--- src/assert_macros.svh ---
// assertion macros shared by the rtl files
`ifndef ASSERT_MACROS_SVH
`define ASSERT_MACROS_SVH

// property checked on every rising clock edge outside reset
`define CRBM_ASSERT(lbl, prop) \
  lbl: assert property (@(posedge clk_i) disable iff (!rst_ni) (prop)) \
    else $error("assertion failed");

// same, with a message of its own
`define CRBM_ASSERT_MSG(lbl, prop, msg) \
  lbl: assert property (@(posedge clk_i) disable iff (!rst_ni) (prop)) \
    else $error(msg);

`endif

--- src/crbm_pkg.sv ---
// constants and types of the chunked ring buffer manager
package crbm_pkg;

  localparam int CHUNK_BYTES = 4096;
  localparam int NUM_CHUNKS  = 16;
  localparam int LEN_W       = 13;
  localparam int IDX_W       = $clog2(NUM_CHUNKS);
  localparam int OP_W        = 2;

  typedef logic [LEN_W-1:0] len_t;
  typedef logic [IDX_W-1:0] idx_t;

  localparam len_t CHUNK_LEN = len_t'(CHUNK_BYTES);
  localparam idx_t LAST_IDX  = idx_t'(NUM_CHUNKS - 1);

  typedef enum logic [OP_W-1:0] {
    OP_GET_SPACE = 2'd0,
    OP_PUSH      = 2'd1,
    OP_GET_DATA  = 2'd2,
    OP_POP       = 2'd3
  } op_e;

  typedef struct packed {
    op_e  operation;
    len_t amount;
  } cmd_t;

  typedef struct packed {
    len_t length;
    idx_t chunk_index;
    len_t byte_offset;
    logic unavailable;
    logic clamped;
  } result_t;

endpackage

--- src/crbm_if.sv ---
// valid/ready channels for commands and results
interface crbm_cmd_if import crbm_pkg::*; ();
  logic             valid;
  logic             ready;
  logic [OP_W-1:0]  operation;
  len_t             amount;

  modport source (output valid, output operation, output amount, input ready);
  modport sink   (input valid, input operation, input amount, output ready);
endinterface

interface crbm_res_if import crbm_pkg::*; ();
  logic valid;
  logic ready;
  len_t length;
  idx_t chunk_index;
  len_t byte_offset;
  logic unavailable;
  logic clamped;

  modport source (output valid, output length, output chunk_index, output byte_offset,
                  output unavailable, output clamped, input ready);
  modport sink   (input valid, input length, input chunk_index, input byte_offset,
                  input unavailable, input clamped, output ready);
endinterface

--- src/crbm_desc.sv ---
// ring descriptor state and the per-operation update logic
`include "assert_macros.svh"

module crbm_desc import crbm_pkg::*; (
  input  logic    clk_i,
  input  logic    rst_ni,
  input  logic    upd_i,
  input  cmd_t    cmd_i,
  output result_t res_o
);

  // only the write chunk's fill is stored: chunks from head up to the write
  // chunk are full, chunks after it are empty
  idx_t head_q, head_d;
  idx_t write_q, write_d;
  len_t rd_off_q, rd_off_d;
  len_t wfill_q, wfill_d;

  idx_t tail;
  logic w_is_tail;
  logic h_is_w;
  len_t fill_h;
  len_t free_len;
  len_t unread;
  len_t amt_c;
  len_t sum;

  always_comb begin
    tail      = (head_q == '0) ? LAST_IDX : head_q - idx_t'(1);
    w_is_tail = (write_q == tail);
    h_is_w    = (head_q == write_q);
    fill_h    = h_is_w ? wfill_q : CHUNK_LEN;
    free_len  = CHUNK_LEN - wfill_q;
    unread    = fill_h - rd_off_q;

    head_d   = head_q;
    write_d  = write_q;
    rd_off_d = rd_off_q;
    wfill_d  = wfill_q;
    amt_c    = '0;
    sum      = '0;
    res_o    = '0;

    case (cmd_i.operation)
      OP_GET_SPACE: begin
        res_o.chunk_index = write_q;
        res_o.byte_offset = wfill_q;
        if (w_is_tail && (wfill_q == CHUNK_LEN)) begin
          res_o.unavailable = 1'b1;
        end else begin
          res_o.length = free_len;
        end
      end
      OP_PUSH: begin
        res_o.clamped = (cmd_i.amount > free_len);
        amt_c = res_o.clamped ? free_len : cmd_i.amount;
        sum   = wfill_q + amt_c;
        if ((sum == CHUNK_LEN) && !w_is_tail) begin
          // next chunk is past the write chunk, so it starts empty
          write_d = (write_q == LAST_IDX) ? '0 : write_q + idx_t'(1);
          wfill_d = '0;
        end else begin
          wfill_d = sum;
        end
      end
      OP_GET_DATA: begin
        res_o.chunk_index = head_q;
        res_o.byte_offset = rd_off_q;
        if (h_is_w && (rd_off_q == wfill_q)) begin
          res_o.unavailable = 1'b1;
        end else begin
          res_o.length = unread;
        end
      end
      OP_POP: begin
        res_o.clamped = (cmd_i.amount > unread);
        amt_c = res_o.clamped ? unread : cmd_i.amount;
        sum   = rd_off_q + amt_c;
        if ((sum == fill_h) && !h_is_w) begin
          // drained head chunk is recycled as the new tail
          head_d   = (head_q == LAST_IDX) ? '0 : head_q + idx_t'(1);
          rd_off_d = '0;
        end else begin
          rd_off_d = sum;
        end
      end
      default: begin
        res_o = '0;
      end
    endcase
  end

  always_ff @(posedge clk_i or negedge rst_ni) begin
    if (!rst_ni) begin
      head_q   <= '0;
      write_q  <= '0;
      rd_off_q <= '0;
      wfill_q  <= '0;
    end else if (upd_i) begin
      head_q   <= head_d;
      write_q  <= write_d;
      rd_off_q <= rd_off_d;
      wfill_q  <= wfill_d;
    end
  end

  `CRBM_ASSERT_MSG(a_wfill_bound, wfill_q <= CHUNK_LEN, "write fill beyond chunk size")
  `CRBM_ASSERT_MSG(a_rd_off_bound, rd_off_q <= fill_h, "read offset beyond head fill")
  `CRBM_ASSERT(a_write_advance_empty,
    (upd_i && (cmd_i.operation == OP_PUSH) && (write_d != write_q)) |=> (wfill_q == '0))
  `CRBM_ASSERT(a_head_advance_zero,
    (upd_i && (cmd_i.operation == OP_POP) && (head_d != head_q)) |=> (rd_off_q == '0))

endmodule

--- src/chunked_ring_buffer_manager_core.sv ---
// chunked ring buffer manager: command register, descriptor logic, result register
// an accepted command beat is held in the command register, its result beat in the result register
// throughput: one command per cycle while the result side takes each beat
// output stalls back up through the command register, no beat is dropped
// reset (rst_ni low, asynchronous): ring empty, head and write chunk 0, no beats held
`include "assert_macros.svh"

module chunked_ring_buffer_manager_core import crbm_pkg::*; (
  input  logic       clk_i,
  input  logic       rst_ni,
  crbm_cmd_if.sink   in_i,
  crbm_res_if.source out_o
);

  logic    cmd_vld_q;
  cmd_t    cmd_q;
  logic    res_vld_q;
  result_t res_q;
  result_t res_d;
  logic    advance;
  logic    upd;

  assign advance  = !res_vld_q || out_o.ready;
  assign upd      = cmd_vld_q && advance;
  assign in_i.ready = !cmd_vld_q || advance;

  crbm_desc u_desc (
    .clk_i  (clk_i),
    .rst_ni (rst_ni),
    .upd_i  (upd),
    .cmd_i  (cmd_q),
    .res_o  (res_d)
  );

  always_ff @(posedge clk_i or negedge rst_ni) begin
    if (!rst_ni) begin
      cmd_vld_q <= 1'b0;
      res_vld_q <= 1'b0;
    end else begin
      if (in_i.ready) begin
        cmd_vld_q <= in_i.valid;
      end
      if (advance) begin
        res_vld_q <= cmd_vld_q;
      end
    end
  end

  always_ff @(posedge clk_i) begin
    if (in_i.ready && in_i.valid) begin
      cmd_q.operation <= op_e'(in_i.operation);
      cmd_q.amount    <= in_i.amount;
    end
    if (upd) begin
      res_q <= res_d;
    end
  end

  assign out_o.valid       = res_vld_q;
  assign out_o.length      = res_q.length;
  assign out_o.chunk_index = res_q.chunk_index;
  assign out_o.byte_offset = res_q.byte_offset;
  assign out_o.unavailable = res_q.unavailable;
  assign out_o.clamped     = res_q.clamped;

  `CRBM_ASSERT_MSG(a_accept_loads, (in_i.valid && in_i.ready) |=> cmd_vld_q,
    "accepted command beat not held")
  `CRBM_ASSERT_MSG(a_upd_yields_result, upd |=> res_vld_q, "processed command gave no result")
  `CRBM_ASSERT_MSG(a_stall_blocks_input, (cmd_vld_q && res_vld_q && !out_o.ready) |-> !in_i.ready,
    "command taken while both stages stalled")

endmodule

--- src/flat_wrapper.sv ---
// flat-port wrapper written by rule: the top's interface ports become plain ports
module chunked_ring_buffer_manager_core_flat import crbm_pkg::*;
  (clk_i, rst_ni, in_i_valid, in_i_operation, in_i_amount, in_i_ready, out_o_valid, out_o_length, out_o_chunk_index, out_o_byte_offset, out_o_unavailable, out_o_clamped, out_o_ready);
  crbm_cmd_if in_i_i ();
  crbm_res_if out_o_i ();
  input  logic clk_i;
  input  logic rst_ni;
  input wire logic [$bits(in_i_i.valid)-1:0] in_i_valid;
  input wire logic [$bits(in_i_i.operation)-1:0] in_i_operation;
  input wire logic [$bits(in_i_i.amount)-1:0] in_i_amount;
  output wire logic [$bits(in_i_i.ready)-1:0] in_i_ready;
  output wire logic [$bits(out_o_i.valid)-1:0] out_o_valid;
  output wire logic [$bits(out_o_i.length)-1:0] out_o_length;
  output wire logic [$bits(out_o_i.chunk_index)-1:0] out_o_chunk_index;
  output wire logic [$bits(out_o_i.byte_offset)-1:0] out_o_byte_offset;
  output wire logic [$bits(out_o_i.unavailable)-1:0] out_o_unavailable;
  output wire logic [$bits(out_o_i.clamped)-1:0] out_o_clamped;
  input wire logic [$bits(out_o_i.ready)-1:0] out_o_ready;
  assign in_i_i.valid = in_i_valid;
  assign in_i_i.operation = in_i_operation;
  assign in_i_i.amount = in_i_amount;
  assign in_i_ready = in_i_i.ready;
  assign out_o_valid = out_o_i.valid;
  assign out_o_length = out_o_i.length;
  assign out_o_chunk_index = out_o_i.chunk_index;
  assign out_o_byte_offset = out_o_i.byte_offset;
  assign out_o_unavailable = out_o_i.unavailable;
  assign out_o_clamped = out_o_i.clamped;
  assign out_o_i.ready = out_o_ready;
  chunked_ring_buffer_manager_core u_core (.clk_i(clk_i), .rst_ni(rst_ni), .in_i(in_i_i), .out_o(out_o_i));
endmodule
--- config.mk ---
export PLATFORM = sky130hd
export DESIGN_NAME = chunked_ring_buffer_manager_core_flat
export DESIGN_NICKNAME = d
export VERILOG_FILES = /design/src/crbm_pkg.sv /design/src/crbm_if.sv /design/src/crbm_desc.sv /design/src/chunked_ring_buffer_manager_core.sv /design/src/flat_wrapper.sv
export VERILOG_INCLUDE_DIRS = /design/src /design/src/src
export SDC_FILE = /design/constraint.sdc
export NUM_CORES = 1
export LEC_CHECK = 0
export ABC_AREA = 1
export BUFFER_PORTS_ARGS = -buffer_cell sky130_fd_sc_hd__buf_2
export CORE_ASPECT_RATIO = 0.7
export CORE_UTILIZATION = 66
export CTS_CLUSTER_SIZE = 8
export DETAILED_ROUTE_END_ITERATION = 7
export PLACE_DENSITY = 0.86
export SYNTH_ARGS = -nofsm -noshare
export SYNTH_HDL_FRONTEND = slang
export SYNTH_HIERARCHICAL = 1
export SYNTH_SLANG_ARGS = --single-unit
--- constraint.sdc ---
create_clock -name clk_i -period 11.6 [get_ports clk_i]
set_clock_uncertainty 0.15 [all_clocks]
set_input_delay 1.74 -clock clk_i [delete_from_list [all_inputs] [get_ports clk_i]]
set_output_delay 1.74 -clock clk_i [all_outputs]
set_load 0.005 [all_outputs]
==> results of run 1 <==
[report_power, final]
| group | switching [mW] | internal (mW) | total [mW] | leakage (nW) |
|---|---|---|---|---|
| logic | 1.04 | 0.539 | 1.58 | 2.48 |
| registers | 0.117 | 0.389 | 0.506 | 0.909 |
| clock network | 0.117 | 0.202 | 0.319 | 0.162 |
| total | 1.28 | 1.13 | 2.41 | 3.55 |
[metrics by stage]
stage / instances / cell area (um^2) / total power [mW] / utilization (%) / hold slack [ns]
final: 1020 / 7370 / 2.406 / 75.80 / 0.3807
after global routing: 1020 / 7370 / 2.556 / 75.80 / 0.4278
after CTS: 1020 / 7370 / 2.340 / 75.80 / 0.3870
after detailed placement: 1004 / 7038 / 2.007 / 72.39 / 0.3735
after global placement: 1004 / 7038 / 1.958 / 72.39 / 0.3683
after floorplan: 833 / 6618 / 1.573 / - / 0.3188
[worst reg2reg max path: cells and delay by family, from the launching register on]
family | cells | cell delay (ns)
xor+xnor | 1 | 0.26
simple gates | 22 | 4.04
flops | 1 | 0.44
compound gates | 7 | 1.13
buf+inv | 2 | 0.23
fa+ha+maj | 4 | 1.15
[synthesized netlist by cell type (all sizes together)]
library cell | instances | area (um^2)
or2 | 5 | 31.28
nor4 | 4 | 25.02
a21boi | 1 | 7.510
nor2 | 55 | 254.0
and2 | 1 | 8.760
or4 | 2 | 15.01
dfrtp | 36 | 900.9
a211oi | 4 | 30.03
nand3b | 3 | 22.52
nand4 | 13 | 81.33
a31oi | 4 | 25.02
nor3 | 22 | 115.1
edfxtp | 47 | 1411
xor2 | 35 | 306.5
a21o | 2 | 15.01
o22ai | 30 | 187.7
o32ai | 1 | 8.760
a21oi | 40 | 204.0
xnor2 | 13 | 113.9
buf | 1 | 3.750
o21ai | 74 | 377.9
clkinv | 2 | 20.02
o21bai | 2 | 15.01
clkbuf | 12 | 45.04
fa | 2 | 40.04
o211a | 1 | 10.01
o21a | 2 | 15.01
o2111ai | 2 | 17.52
a2111oi | 1 | 8.760
nand2 | 201 | 813.3
nor3b | 1 | 7.510
inv | 92 | 345.3
ha | 63 | 788.3
o211ai | 1 | 7.510
nand3 | 57 | 330.3
o41ai | 1 | 8.760
[flip-flops by register name, indices dropped and copies added, names as in the netlist]
signal and flops:
u_core/cmd_q 15, u_core/cmd_vld_q 1, u_core/out_o.byte_offset 13, u_core/out_o.chunk_index 4, u_core/out_o.clamped 1, u_core/out_o.length 13
u_core/out_o.unavailable 1, u_core/out_o.valid 1, u_core/u_desc/head_q 4, u_core/u_desc/rd_off_q 13, u_core/u_desc/wfill_q 13, u_core/u_desc/write_q 4
[path summary, 6_finish.rpt]
kind	start	end	slack (ns)	cells past startpoint
max	u_core/u_desc/write_q[0]	u_core/u_desc/head_q[1]	4.12	36
min	u_core/u_desc/rd_off_q[10]	u_core/u_desc/rd_off_q[10]	0.38	2
max reg2reg	u_core/u_desc/write_q[0]	u_core/u_desc/head_q[1]	4.12	36
min reg2reg	u_core/u_desc/rd_off_q[10]	u_core/u_desc/rd_off_q[10]	0.38	2
max in group asynchronous	rst_ni	u_core/u_desc/rd_off_q[9]	9.38	1
min in group asynchronous	rst_ni	u_core/u_desc/wfill_q[1]	1.37	1
[placed cells by master (no fill, tap or decap), types with 8 or more instances in the layout]
| cell | synthesis | final |
|---|---|---|
| edfxtp_1 | 47 | 47 |
| o21ai_0 | 69 | 69 |
| ha_1 | 63 | 63 |
| clkbuf_16 | 0 | 10 |
| nand4_1 | 13 | 13 |
| nand3_1 | 48 | 48 |
| dfrtp_1 | 36 | 36 |
| buf_2 | 0 | 52 |
| inv_1 | 87 | 87 |
| nand2_1 | 189 | 189 |
| nor2_1 | 51 | 51 |
| nand3_2 | 9 | 9 |
| nor3_1 | 21 | 21 |
| xnor2_1 | 13 | 13 |
| a21oi_1 | 39 | 38 |
| o22ai_1 | 30 | 30 |
| xor2_1 | 35 | 35 |
| nand2_2 | 8 | 8 |
[cells by family after synthesis]
logic type,share of synthesized area [%]
simple gates,25.75
compound gates,14.18
buf+inv,6.258
flops,34.94
fa+ha+maj,12.52
xor+xnor,6.353
[area by class of cell]
type	instances	area (um^2)
repair buffers	56	290.3
clock inverters	4	73.82
well taps	128	160.2
multi-input cells	643	3910
flip-flops and latches	83	2312
inverters	94	365.4
fillers	731	2352
clock buffers	12	257.7
[metal layers]
| layer | part of all wire [%] | vias up | GRT usage (%) |
|---|---|---|---|
| met5 | 0 | - | 0 |
| met4 | 3.5 | 0 | 16.05 |
| met3 | 14 | 82 | 10.51 |
| met2 | 41 | 530 | 60.59 |
| met1 | 41 | 3017 | 58.45 |
| li1 | - | 2988 | - |
==> results.yml, run 1 <==
outcome:
  outcome: "completed"
critical_path:
  max_stage_delay_ns: 0.78
  critical_path_class: "register to register"
  startpoint_type: "register"
  crit_path_end_kind: "register"
  crit_top_cell: "nand2_1"
  critPathTopFamily: "simple AND/OR/NAND/NOR gates"
  critPathArrivalTime_ns: 7.56
  worstPathMaxFanout: 24
  crit_slowest_cell: "nor4_1"
  path_buf_inv: 2
  required_ns: 11.68
floorplan:
  placementRows: 30
  die_w_um: 121.7
  die-area_mm2: 0.01044
  die_h_um: 85.78
  io_pins: 53
  initial_utilization_pct: 68.07
  core-area_mm2: 0.009722
routing:
  wl_per_cell_um: 20.48
  first_pass_iters: 6
  totalWireLength_um: 20890
  dr_total_vias: 6617
  via_per_inst: 6.487
  ant_nets: 0
  drt-initial-drc-count: 1040
  drc: 0
timing:
  min_period_over_period_pct: 64.52
  slew-limit-headroom_pct: 28.19
  setup_tns_ns: 0
  setup_slack_ns: 4.116
  hold_viol: 0
  rsz0062_at_grt: "no"
  layout_min_cycle_time_ns: 7.484
  slew_viol_final: 0
  fmax_ghz: 0.1336
  worstMarginPinSlew_ns: 1.066
  setup_violations: 0
synthesis:
  synth_cell_types: 49
  synth-seq-cells: 83
  ys_warn_count: 6
  syn-num-nets: 917
  synth.avg_cell_area_um2: 7.944
  netlist_area_mm2: 0.006618
  yosysSeqAreaShare_pct: 34.94
  synthCells: 833
final_layout:
  drive_gt1_share_pct: 12.56
  area_growth_pct: 11.36
  nets: 971
  antenna_cells: 0
power_and_ir_drop:
  powerDensity_mw_per_mm2: 326.5
  p_leak_nw: 3.547
  vdd_drop_max_mv: 0.3008
placement:
  place_ws_ns: 4.406
  io_buffer_count: 52
  place.detailed.hpwl_um: 16020
  place_congestion: 1.034
grt:
  grt_pass1_wl_um: 31960
  track_usage_pct: 41.32
  grt_pass1_vias: 6121
  antenna_found_initial: 0
  grt_max_degree: 37
  grt_overflow_total: 0
clocking:
  cts_setup_buffers: 0
  clkTransAtPathRegs_ns: 0.06
  cts_sinks: 83
  htree_levels: 3
  ctsHoldBuffers: 0
  worstSkewPairLatency_ns: 0.34
  root_buffer: "clkbuf_16"
  postCtsResizedCells: 0
  cts_buffers: 9
  max-clock-path-buffers: 2
  tritoncts: "built"
job:
  maxCapViolations: 0
min_path:
  worstHoldPathType: "register to register"
Power figures use the tool's default switching activity.
==> inputs of run 2 (changes only) <==
- CORE_UTILIZATION: 66 -> 61
- PLACE_DENSITY: 0.86 -> 0.8
- clock period: 11.6 -> 7.1 ns (I/O delays scaled with it)
==> results.yml, run 2 (synthesis results as in run 1) <==
critical_path:
  max_stage_delay_ns: 0.42
  reg2reg_depth: 42
  required_ns: 7.18
  endpoint: "u_core/u_desc/head_q[0]"
  worstPathMaxFanout: 14
  crit_slowest_cell: "dfrtp_1"
  r2r_slack_ns: 0.53
  r2r_end: "u_core/u_desc/head_q[0]"
  critPathLaunch: "u_core/u_desc/write_q[1]"
  crit_top_cell: "nand2_1"
  crit_path_end_kind: "register"
  startpoint_type: "register"
  critPathArrivalTime_ns: 6.65
  r2r_start: "u_core/u_desc/write_q[1]"
  critical_path_class: "register to register"
final_layout:
  drive_gt1_share_pct: 14.33
  nets: 979
  register_area_mm2: 0.002313
  largest_reg_flops: 15
  n_fill_cell: 842
  mostFrequentLayoutCell: "nand2_1"
  antenna_cells: 0
  final_util_pct: 71.30
  final_cell_mix: "186 x nand2_1, 87 x inv_1, 68 x o21ai_0"
  multi_input_area_mm2: 0.003951
  area_growth_pct: 12.42
  largest_register: "u_core/cmd_q"
timing:
  slew-limit-headroom_pct: 32.11
  slew_viol_final: 0
  hold_viol: 0
  worstMarginPinSlew_ns: 1.008
  min_period_over_period_pct: 92.52
  setup_violations: 0
  layout_min_cycle_time_ns: 6.569
  setup_slack_ns: 0.5310
  setup_tns_ns: 0
  fmax_ghz: 0.1522
routing:
  first_pass_iters: 8
  ant_nets: 0
  drt-initial-drc-count: 864
  drc: 1
  via_per_inst: 6.287
  wl_per_cell_um: 20.05
  totalWireLength_um: 20690
  dr_total_vias: 6488
clocking:
  max-clock-path-buffers: 2
  worstSkewPairLatency_ns: 0.35
  htree_levels: 3
  root_buffer: "clkbuf_16"
  clkTransAtPathRegs_ns: 0.06
  cts_buffers: 9
  tritoncts: "built"
  cts_sinks: 83
  ctsHoldBuffers: 0
power_and_ir_drop:
  p_int_mw: 1.813
  powerDensity_mw_per_mm2: 524.7
  switching_share_pct: 53.56
  p_leak_nw: 3.560
  combPwrFrac_pct: 67.0
  pwr-share-seq_pct: 20.9
  total_power_mw: 3.904
  power.clock.fraction_pct: 12.1
  p_sw_mw: 2.091
  vdd_drop_max_mv: 0.4035
min_path:
  worstHoldPathType: "register to register"
job:
  maxCapViolations: 0
floorplan:
  placementRows: 31
  die-area_mm2: 0.01128
  core-area_mm2: 0.01043
  die_w_um: 126.5
  initial_utilization_pct: 63.42
  io_pins: 53
  die_h_um: 89.15
grt:
  grt_max_degree: 37
  antenna_found_initial: 0
  grt_overflow_total: 0
  grt_pass1_wl_um: 30860
  grt_pass1_vias: 5726
  track_usage_pct: 37.05
outcome:
  outcome: "finished, violations left"
  violations: "DRC"
placement:
  io_buffer_count: 52
  place.detailed.hpwl_um: 15970
  place_ws_ns: 0.2694
  place_congestion: 1.004
-- run 2: cell types whose count changed in the layout (fill, tap and decap cells not counted), sizes merged --
cell / before / now
clkinv: 4 / 2
buf: 56 / 64
inv: 92 / 93
clkinvlp: 0 / 3
bufinv: 2 / 1
clkbuf: 12 / 11
-- run 2: power groups by stage --
stage / clock [mW] / sequential, mW / combinational (mW)
2_1_floorplan: 0 / 0.742 / 1.83
3_3_place_gp: 0 / 0.812 / 2.39
3_5_place_dp: 0 / 0.813 / 2.46
4_1_cts: 0.478 / 0.805 / 2.48
5_1_grt: 0.490 / 0.824 / 2.86
6_report: 0.471 / 0.818 / 2.62
-- run 2: how the worst min path moves through the flow --
stage,startpoint,to,slack [ns],cells past startpoint
floorplan,u_core/cmd_vld_q,u_core/out_o.valid,0.32,2
global placement,u_core/u_desc/rd_off_q[10],u_core/u_desc/rd_off_q[10],0.35,2
detailed placement,u_core/cmd_vld_q,u_core/out_o.valid,0.38,2
CTS,u_core/cmd_vld_q,u_core/out_o.valid,0.39,2
global route,u_core/u_desc/write_q[2],u_core/u_desc/write_q[2],0.42,2
finish,u_core/cmd_vld_q,u_core/out_o.valid,0.38,2
-- run 2: per-layer routing --
metal  track usage, %  vias to the layer above  share of wire (%)
li1                 -                     2996                  -
met1            50.72                     2937                 42
met2            54.29                      491                 41
met3            12.27                       64                 14
met4            14.90                        0                3.1
met5                0                        -                  0
-- run 2: worst max-delay path: cells and delay by family, from the launching register on --
| family | cells | cell delay (ns) |
|---|---|---|
| xor+xnor | 1 | 0.21 |
| fa+ha+maj | 3 | 0.84 |
| simple gates | 27 | 3.47 |
| flops | 1 | 0.42 |
| buf+inv | 4 | 0.47 |
| compound gates | 7 | 0.90 |
-- run 2: cell type report --
cell class | instances | area share (%)
clock buffers | 11 | 3.128
multi-input cells | 643 | 53.11
clock inverters | 5 | 0.8241
flip-flops and latches | 83 | 31.10
well taps | 132 | 2.220
inverters | 94 | 4.911
repair buffers | 64 | 4.709
-- run 2: timing repair --
action	4_1_cts	5_1_grt
endpoints found under the setup margin	0	5
resized for setup	0	12
buffers inserted	0	5
-- run 2: per-stage QoR --
step	hold WS (ns)	cell area, um^2	instances
CTS	0.3878	7360	1027
detailed placement	0.3767	7066	1011
floorplan	0.3188	6618	833
finish	0.3841	7440	1032
global route	0.4232	7440	1032
global placement	0.3543	7066	1011
